`config.mk`:
```
export PLATFORM = sky130hd
export DESIGN_NAME = ring_buffer_delimited_frame_extract
export DESIGN_NICKNAME = d
export VERILOG_FILES = /design/src/hdl/rbdfe_pkg.sv /design/src/hdl/rbdfe_ram.sv /design/src/hdl/ring_buffer_delimited_frame_extract.sv
export SDC_FILE = /design/constraint.sdc
export NUM_CORES = 1
export LEC_CHECK = 0
export BUFFER_PORTS_ARGS = -buffer_cell sky130_fd_sc_hd__buf_2
export CAP_MARGIN = 20
export CORE_MARGIN = 2
export CORE_UTILIZATION = 35
export DETAILED_ROUTE_END_ITERATION = 6
export PLACE_DENSITY = 0.54
export SYNTH_ARGS = -nofsm -noshare
export SYNTH_HDL_FRONTEND = slang
export SYNTH_SLANG_ARGS = --single-unit
```
`constraint.sdc`:
```
create_clock -name clk -period 2.9 [get_ports clk]
set_clock_uncertainty 0.05 [all_clocks]
set_input_delay 0.145 -clock clk [delete_from_list [all_inputs] [get_ports clk]]
set_output_delay 0.145 -clock clk [all_outputs]
set_load 0.01 [all_outputs]
```
`src/hdl/rbdfe_pkg.sv`:
```
// ----------------------------------------------------------------------------
// rbdfe_pkg
// shared types, sizes and helpers of the delimited frame extractor
// ----------------------------------------------------------------------------
`default_nettype none

package rbdfe_pkg;

	localparam int DEPTH  = 64;
	localparam int IDX_W  = $clog2(DEPTH);
	localparam int BYTE_W = 8;
	localparam int ACT_W  = 2;

	typedef enum logic [ACT_W-1:0] {
		ACT_WRITE = 2'd0,
		ACT_PEEK  = 2'd1,
		ACT_POP   = 2'd2
	} action_t;

	typedef enum logic [2:0] {
		ST_IDLE,
		ST_SCAN,
		ST_EMIT_RD,
		ST_EMIT_OUT,
		ST_MISS
	} state_t;

	// ring position increment with wrap at the store depth
	function automatic logic [IDX_W-1:0] next_idx(input logic [IDX_W-1:0] p);
		if (p == IDX_W'(DEPTH - 1)) begin
			return '0;
		end else begin
			return p + 1'b1;
		end
	endfunction

endpackage

`default_nettype wire

```
`src/hdl/rbdfe_ram.sv`:
```
// ----------------------------------------------------------------------------
// rbdfe_ram
// generic simple dual port ram, one write port, one registered read port
// ----------------------------------------------------------------------------
`default_nettype none

module rbdfe_ram #(
	parameter int WIDTH = 8,
	parameter int DEPTH = 64
) (
	input  wire logic                     clk,
	input  wire logic                     wr_en,
	input  wire logic [$clog2(DEPTH)-1:0] wr_addr,
	input  wire logic [WIDTH-1:0]         wr_data,
	input  wire logic [$clog2(DEPTH)-1:0] rd_addr,
	output logic      [WIDTH-1:0]         rd_data
);

	logic [WIDTH-1:0] mem_q [DEPTH];
	logic [WIDTH-1:0] rd_data_q;

	always_ff @(posedge clk) begin
		if (wr_en) begin
			mem_q[wr_addr] <= wr_data;
		end
		rd_data_q <= mem_q[rd_addr];
	end

	assign rd_data = rd_data_q;

endmodule

`default_nettype wire

```
`src/hdl/ring_buffer_delimited_frame_extract.sv`:
```
// ----------------------------------------------------------------------------
// ring_buffer_delimited_frame_extract
// byte ring buffer that answers delimited frame peek and pop searches
// search: scans the stored bytes from the read position until a complete frame
//   closes or the write position is reached (at most DEPTH-1 bytes), then reads
//   and emits each frame byte, or a single not-found result; out stalls hold results
// throughput: writes back to back; a search stalls the input from its accept
//   until its last result is loaded into the output register
// reset: read and write positions go to zero, store contents stay undefined
// ----------------------------------------------------------------------------
`default_nettype none

module ring_buffer_delimited_frame_extract (
	input  wire logic                          clk,
	input  wire logic                          arst_n,
	// input channel
	input  wire logic                          in_valid,
	output logic                               in_stall,
	input  wire logic [rbdfe_pkg::ACT_W-1:0]   action,
	input  wire logic [rbdfe_pkg::BYTE_W-1:0]  data_byte,
	input  wire logic [rbdfe_pkg::BYTE_W-1:0]  start_char,
	input  wire logic [rbdfe_pkg::BYTE_W-1:0]  end_char,
	// output channel
	output logic                               out_valid,
	input  wire logic                          out_stall,
	output logic      [rbdfe_pkg::BYTE_W-1:0]  frame_byte,
	output logic                               found,
	output logic                               last
);

	import rbdfe_pkg::*;

	// sequencer state
	state_t state_q, state_nxt;

	// ring positions
	logic [IDX_W-1:0] rd_idx_q;
	logic [IDX_W-1:0] wr_idx_q;

	// search context; position, delimiters and mode are captured when a peek or pop transaction is accepted
	logic [IDX_W-1:0]  pos_q;
	logic [IDX_W-1:0]  start_pos_q;
	logic [IDX_W-1:0]  end_pos_q;
	logic              started_q;
	logic              pop_q;
	logic [BYTE_W-1:0] sc_q;
	logic [BYTE_W-1:0] ec_q;

	// output register, parts the search engine from the output stall
	logic              out_valid_q;
	logic [BYTE_W-1:0] frame_byte_q;
	logic              found_q;
	logic              last_q;

	// ram ports
	logic              wr_en;
	logic [IDX_W-1:0]  rd_addr;
	logic [BYTE_W-1:0] rd_data;

	// handshake and compare unit
	logic in_fire;
	logic is_write;
	logic is_search;
	logic slot_free;
	logic scan_empty;
	logic hit_start;
	logic hit_end;
	logic emit_last;

	// output register load
	logic              load_out;
	logic [BYTE_W-1:0] load_byte;
	logic              load_found;
	logic              load_last;

	rbdfe_ram #(
		.WIDTH (BYTE_W),
		.DEPTH (DEPTH)
	) u_ram (
		.clk     (clk),
		.wr_en   (wr_en),
		.wr_addr (wr_idx_q),
		.wr_data (data_byte),
		.rd_addr (rd_addr),
		.rd_data (rd_data)
	);

	assign in_stall  = (state_q != ST_IDLE);
	assign in_fire   = in_valid && !in_stall;
	assign is_write  = (action == ACT_WRITE);
	assign is_search = (action == ACT_PEEK) || (action == ACT_POP);

	// the output slot can take a new result this cycle
	assign slot_free = !out_valid_q || !out_stall;

	// shared byte compare unit: the ram data always belongs to pos_q in scan
	assign scan_empty = (pos_q == wr_idx_q);
	assign hit_start  = !started_q && (rd_data == sc_q);
	assign hit_end    = (started_q || hit_start) && (rd_data == ec_q);
	assign emit_last  = (pos_q == end_pos_q);

	// next state
	always_comb begin
		state_nxt = state_q;
		case (state_q)
			ST_IDLE: begin
				if (in_fire && is_search) begin
					state_nxt = ST_SCAN;
				end
			end
			ST_SCAN: begin
				// reached the write position without a complete frame
				if (scan_empty) begin
					state_nxt = ST_MISS;
				end else if (hit_end) begin
					state_nxt = ST_EMIT_RD;
				end
			end
			ST_EMIT_RD: begin
				state_nxt = ST_EMIT_OUT;
			end
			ST_EMIT_OUT: begin
				if (slot_free) begin
					state_nxt = emit_last ? ST_IDLE : ST_EMIT_RD;
				end
			end
			ST_MISS: begin
				if (slot_free) begin
					state_nxt = ST_IDLE;
				end
			end
			default: begin
				state_nxt = ST_IDLE;
			end
		endcase
	end

	// sequencer outputs
	always_comb begin
		wr_en      = 1'b0;
		rd_addr    = pos_q;
		load_out   = 1'b0;
		load_byte  = '0;
		load_found = 1'b0;
		load_last  = 1'b0;
		case (state_q)
			ST_IDLE: begin
				wr_en   = in_fire && is_write;
				// prefetch the first byte of a search
				rd_addr = rd_idx_q;
			end
			ST_SCAN: begin
				// one byte per cycle: fetch the next while checking this one
				rd_addr = next_idx(pos_q);
			end
			ST_EMIT_RD: begin
				rd_addr = pos_q;
			end
			ST_EMIT_OUT: begin
				// address held so the read data stays put under stall
				rd_addr    = pos_q;
				load_out   = slot_free;
				load_byte  = rd_data;
				load_found = 1'b1;
				load_last  = emit_last;
			end
			ST_MISS: begin
				// single not-found result
				load_out   = slot_free;
				load_byte  = '0;
				load_found = 1'b0;
				load_last  = 1'b1;
			end
			default: begin
				rd_addr = pos_q;
			end
		endcase
	end

	// control registers
	always_ff @(posedge clk or negedge arst_n) begin
		if (!arst_n) begin
			state_q     <= ST_IDLE;
			rd_idx_q    <= '0;
			wr_idx_q    <= '0;
			started_q   <= 1'b0;
			out_valid_q <= 1'b0;
		end else begin
			state_q <= state_nxt;

			// write transaction: store and advance, overruns simply overwrite
			if (wr_en) begin
				wr_idx_q <= next_idx(wr_idx_q);
			end

			if (in_fire && is_search) begin
				started_q <= 1'b0;
			end else if (state_q == ST_SCAN && !scan_empty && hit_start) begin
				started_q <= 1'b1;
			end

			// a pop leaves the read position on the end delimiter
			if (state_q == ST_SCAN && !scan_empty && hit_end && pop_q) begin
				rd_idx_q <= pos_q;
			end

			if (load_out) begin
				out_valid_q <= 1'b1;
			end else if (out_valid_q && !out_stall) begin
				out_valid_q <= 1'b0;
			end
		end
	end

	// search datapath
	always_ff @(posedge clk) begin
		if (in_fire && is_search) begin
			pos_q <= rd_idx_q;
			sc_q  <= start_char;
			ec_q  <= end_char;
			pop_q <= (action == ACT_POP);
		end

		if (state_q == ST_SCAN && !scan_empty) begin
			if (hit_start) begin
				start_pos_q <= pos_q;
			end
			if (hit_end) begin
				end_pos_q <= pos_q;
				// rewind to the start delimiter for the copy pass
				pos_q     <= hit_start ? pos_q : start_pos_q;
			end else begin
				pos_q <= next_idx(pos_q);
			end
		end

		if (state_q == ST_EMIT_OUT && slot_free && !emit_last) begin
			pos_q <= next_idx(pos_q);
		end

		if (load_out) begin
			frame_byte_q <= load_byte;
			found_q      <= load_found;
			last_q       <= load_last;
		end
	end

	assign out_valid  = out_valid_q;
	assign frame_byte = frame_byte_q;
	assign found      = found_q;
	assign last       = last_q;

endmodule

`default_nettype wire

```
==> run_results.csv, run 1 <==
group,metric,value,unit
yosys,synthArstFlopShare,2.92,%
yosys,yosysSeqAreaShare,73.1,%
drt,final_antenna_net_count,0,
critical_path,r2r-end,"u_ram.rd_data[5]",
cells_and_area,fin_nets,2085,
global_route,grt_pass1_wl,101000,um
sta,min_period,2980,ps
yosys,netlist_area,0.0237,sq mm
sta,slew_violations,0,
global_route,grt_overflow_total,0,
critical_path,reg2reg_slack,-80,ps
cells_and_area,post-route-util,44.3,%
die,num_rows,95,
power,p_leak,10.7,nW
power,ir_drop,0.000754,V
cts,cts.sinks,582,
placement,port_buffers,41,
die,io_pins,42,
worst_hold_path,hold_class,"primary input to flip-flop",
yosys,yosys-top-cells-area,"edfxtp_1, nand2_1, nand3_1, and3_1, dfrtp_1",
sta,finalHoldViolations,0,
run,cap_violations,0,
sta,max-slew-margin-rel,35.4,%
yosys,syn_inst,1782,
die,start_util,35.3,%
die,dieArea,0.0698,sq mm
sta,fmax,0.335,GHz
yosys,yosysUniqueCellTypes,63,
outcome,violations,"setup timing",
cts,h-tree-depth,2,
cells_and_area,final_cell_mix,"edfxtp_1, nand2_1, buf_4",
yosys,synth_ff_type,"edfxtp_1",
drt,num_vias,15820,
sta,setup_viol,7,
cells_and_area,drive_gt1_share,23.3,%
cts,insertion_delay,640,ps
cells_and_area,diodes,0,
cells_and_area,layout_commonest_cell,"edfxtp_1",
global_route,grtUsageTotal,19.1,%
sta,fin_crit_sh,103,%
yosys,synth-edff-count,557,
drt,drc,0,
critical_path,required,3340,ps
drt,drt_pass1_iterations,6,
critical_path,crit_path_end_kind,"flip-flop",
sta,worst_slack,-81.1,ps
critical_path,path_max_fanout,23,
worst_hold_path,worstHoldEndpoint,"u_ram.mem_q[59][4]",
sta,hold_ws,70.1,ps
cts,cts_tree,"yes",
drt,routedWlPerCell,22.6,um
critical_path,path_class,"flip-flop to flip-flop",
yosys,synth_area_leader_cell,"edfxtp_1",
cts,clockBufferDepth,3,
die,coreArea,0.0670,sq mm
worst_hold_path,hold_depth,1,
yosys,syn_area_per_cell,13.3,sq um
global_route,grt_pass1_vias,15689,
sta,rsz0062_at_grt,"yes",
sta,worst_pin_slew,966,ps
yosys,synth_fp_nets,1816,
global_route,grt_antenna_before_repair,0,
placement,placedCellCount,2815,
global_route,grt_max_degree,65,
cells_and_area,final_cell_count_no_fill,2975,
sta,tns,-300,ps
placement,gp_congestion,0.899,
drt,wirelength,67200,um
power,power_density,1180,mW/mm^2
yosys,netlist.area_leader.share,70.6,%
outcome,status,"finished, violations left",
cts,clockRootBuffer,"clkbuf_16",
cts,cts-buffers-inserted,60,
cells_and_area,area_growth,25.3,%
yosys,synth-seq-cells,582,
yosys,yosysWarnings,0,
drt,drt_iter0_markers,1643,
cts,path_clk_slew,60,ps
critical_path,critPathLaunchType,"flip-flop",
die,fp.dieW,264,um
critical_path,reg2reg_depth,12,
placement,hpwl,43400,um
worst_hold_path,min-delay-start,"data_byte[4]",
critical_path,worstPathArrival,3430,ps
drt,avgViaCountPerCell,5.32,
critical_path,reg2reg_from,"pos_q[0]",
die,dieHeight,264,um
## report_power, final
part	internal [mW]	switching, mW
Combinational	7.37	9.80
Clock	4.78	3.29
Sequential	9.58	0.302
## metal layers
layer	vias to the layer above	global-route usage, %	wire (um)
li1	7164	-	-
met1	7920	26.5	29400
met2	621	30.8	31500
met3	115	2.79	4330
met4	0	6.36	1970
met5	-	0	0
## registers in the layout, summed over array words and instances, names as in the netlist
name           flops
wr_idx_q           6
ec_q               8
out_valid          1
pop_q              1
state_q            3
start_pos_q        6
started_q          1
u_ram.rd_data      8
pos_q              6
sc_q               8
u_ram.mem_q      512
found              1
rd_idx_q           6
frame_byte         8
last               1
end_pos_q          6
## synth_stat cells (all sizes together) (18+ instances only)
| cell | instances |
|---|---|
| a21oi | 18 |
| mux2i | 35 |
| and3 | 71 |
| nand4 | 20 |
| a311oi | 35 |
| buf | 66 |
| a32oi | 24 |
| clkbuf | 43 |
| a31oi | 40 |
| edfxtp | 557 |
| nand3 | 118 |
| nor2 | 98 |
| nand2 | 461 |
## through the flow
| stage | worst slack [ps] | power (mW) | area (sq um) |
|---|---|---|---|
| 6_report | -81.1 | 35.1 | 29700 |
| 5_1_grt | -185 | 36.8 | 29700 |
| 4_1_cts | -22.3 | 34.6 | 29500 |
| 3_5_place_dp | -538 | 24.4 | 26500 |
| 3_3_place_gp | -488 | 24.4 | 26500 |
| 2_1_floorplan | 248 | 18.0 | 23700 |
## final cells by class
class,count,area (sq um)
clock buffers,68,1530
clock inverters,45,529
fillers,6044,37300
inverters,10,37.5
multi-input cells,1081,6320
flip-flops and latches,582,17300
well taps,873,1090
repair buffers,316,2870
## worst max-delay path, cell delays in order (launching register included)
cell and delay (ps):
edfxtp_1 450, buf_6 170, buf_4 130, a22oi_2 200
buf_4 150, nand2_4 160, buf_12 230, buf_4 180
nand2_1 70, a32oi_1 120, nand4_1 170, o2111ai_4 190
or4_1 560
## how the worst max path moves through the flow
stage | start | cells after the start | slack [ps] | endpoint
floorplan | state_q[1] | 7 | 250 | u_ram.mem_q[59][0]
global placement | pos_q[0] | 11 | -490 | u_ram.rd_data[5]
detailed placement | pos_q[0] | 11 | -540 | u_ram.rd_data[5]
CTS | pos_q[0] | 11 | -20 | u_ram.rd_data[7]
global route | pos_q[0] | 11 | -180 | u_ram.rd_data[5]
finish | pos_q[0] | 12 | -80 | u_ram.rd_data[5]
## logic make-up after synthesis
group           after synthesis  synth area share, %
simple gates                814                 15.1
xor+xnor                     33                 1.22
flops                       582                 73.1
mux                          50                 2.29
buf+inv                     119                 2.49
compound gates              180                 5.64
fa+ha+maj                     4                0.211
## timing repair
action,CTS,global route
hold buffers,24,0
pin swaps,32,20
endpoints found under the setup margin,10,78
buffers inserted,13,7
cloned,5,1
resized for setup,84,31
endpoints found under the hold margin,84,0
Power figures use the tool's default switching activity.
==> run 2, diff against run 1 <==
--- a/config.mk
+++ b/config.mk
@@ -10,7 +10,6 @@
 export CORE_MARGIN = 2
 export CORE_UTILIZATION = 35
 export DETAILED_ROUTE_END_ITERATION = 6
-export PLACE_DENSITY = 0.54
 export SYNTH_ARGS = -nofsm -noshare
 export SYNTH_HDL_FRONTEND = slang
 export SYNTH_SLANG_ARGS = --single-unit
==> run 2 against run 1 <==
The run still ends with setup timing left. Power down 1.4%. Flip-flop and latch count unchanged. Critical path depth unchanged. Design area rose by 0.41%. Sequential power is essentially flat. Worst hold slack improved by 16 ps. Non-clock buffer count grew 9. Worst setup slack worse by 88 ps. Die area unchanged. Critical endpoint is now u_ram.rd_data[3]. Largest power group unchanged.
==> run_results.csv, run 2 (same netlist as run 1, synthesis figures left out) <==
group,metric,value,unit
power,power_density,1160,mW/mm^2
cells_and_area,final_cell_mix,"edfxtp_1, nand2_1, buf_4",
cts,cts_tree,"yes",
drt,drt_iter0_markers,1687,
cts,cts.sinks,582,
critical_path,critPathLaunchType,"flip-flop",
critical_path,worstPathArrival,3520,ps
cts,path_clk_slew,60,ps
cells_and_area,drive_gt1_share,23.1,%
placement,hpwl,40200,um
critical_path,path_max_fanout,5,
die,num_rows,95,
global_route,grt_overflow_total,0,
cts,cts-buffers-inserted,59,
cells_and_area,largest-register,"u_ram.mem_q",
sta,worst_slack,-169,ps
global_route,grtUsageTotal,18.3,%
drt,drt_pass1_iterations,5,
critical_path,path_class,"flip-flop to flip-flop",
drt,num_vias,15927,
placement,gp_congestion,0.822,
sta,max-slew-margin-rel,38.5,%
sta,finalHoldViolations,0,
sta,min_period,3070,ps
power,ir_drop,0.000644,V
drt,drc,0,
cts,insertion_delay,640,ps
cells_and_area,area_growth,25.9,%
die,coreArea,0.0670,sq mm
placement,port_buffers,41,
outcome,status,"finished, violations left",
sta,slew_violations,0,
cells_and_area,largest_reg_flops,512,
sta,fin_crit_sh,106,%
sta,worst_pin_slew,919,ps
global_route,grt_antenna_before_repair,1,
critical_path,crit_path_end_kind,"flip-flop",
die,start_util,35.3,%
cells_and_area,fin_nets,2095,
global_route,grt_max_degree,65,
die,dieHeight,264,um
power,p_leak,10.7,nW
global_route,grt_pass1_wl,97500,um
placement,place_ws,-358,ps
sta,setup_viol,8,
drt,routedWlPerCell,21.8,um
critical_path,reg2reg_slack,-170,ps
worst_hold_path,hold_class,"primary input to flip-flop",
cells_and_area,nFillCells,5980,
sta,rsz0062_at_grt,"yes",
outcome,violations,"setup timing",
cells_and_area,post-route-util,44.5,%
cts,clockRootBuffer,"clkbuf_16",
sta,tns,-758,ps
sta,fmax,0.326,GHz
die,io_pins,42,
cells_and_area,layout_commonest_cell,"edfxtp_1",
drt,wirelength,65100,um
die,dieArea,0.0698,sq mm
drt,avgViaCountPerCell,5.34,
cts,h-tree-depth,2,
critical_path,required,3350,ps
die,fp.dieW,264,um
cts,clockBufferDepth,3,
global_route,grt_pass1_vias,15602,
drt,final_antenna_net_count,0,
run,cap_violations,0,
[run 2: timing repair]
action | CTS | global route
hold buffers | 23 | 0
endpoints found under the setup margin | 15 | 212
setup buffers | 24 | 12
hold endpoints to repair | 93 | 0
pin swaps | 29 | 23
gates resized for setup | 90 | 47
cloned | 11 | 2
[run 2: per-stage QoR]
stage          area [sq um]  instances  hold WS [ps]  total power, mW
2_1_floorplan         23700       1782          -201             18.0
6_report              29800       2985          85.8             34.7
3_5_place_dp          26300       2804          76.4             23.7
3_3_place_gp          26300       2804          73.7             23.6
5_1_grt               29800       2984          89.3             36.3
4_1_cts               29400       2971          81.4             33.8
[run 2: per-layer routing]
layer  vias to the layer above  wire length [um]  track usage, %
met3                       112              4930            2.91
met5                         -                 0               0
met4                         0              1970            6.27
li1                       7178                 -               -
met1                      7975             27700            25.2
met2                       662             30500            29.6
[run 2: power breakdown]
| group | total (mW) | switching, mW | internal (mW) |
|---|---|---|---|
| sequential | 9.92 | 0.333 | 9.59 |
| combinational | 17.0 | 9.65 | 7.32 |
| clock | 7.77 | 3.21 | 4.55 |
[run 2: critical path, cell delays in order (launching register included)]
cell       delay (ps)
dfrtp_2           440
or2_1             270
buf_6             140
a22oi_2           270
and2_4            290
buf_12            150
buf_6              90
and3_4            170
a311oi_2           40
a21oi_1           150
buf_4             170
o2111ai_4         160
or4_1             530
[run 2: cell type report]
type | instances | area, sq um | share of cell area [%]
clock inverter | 34 | 415 | 1.39
tap | 873 | 1090 | 3.66
sequential | 582 | 17300 | 58.1
inverter | 10 | 37.5 | 0.126
timing repair buffer | 325 | 3020 | 10.1
clock buffer | 77 | 1580 | 5.28
antenna | 1 | 2.50 | 0.00839
multi-input combinational | 1083 | 6350 | 21.3
[run 2: worst paths after layout]
kind,end,cells after the start,from
min in group asynchronous,out_valid,3,arst_n
hold reg to reg,started_q,2,started_q
hold / removal,u_ram.mem_q[1][5],1,data_byte[5]
max in group asynchronous,state_q[0],3,arst_n
setup / recovery,u_ram.rd_data[3],12,state_q[1]
setup reg to reg,u_ram.rd_data[3],12,state_q[1]
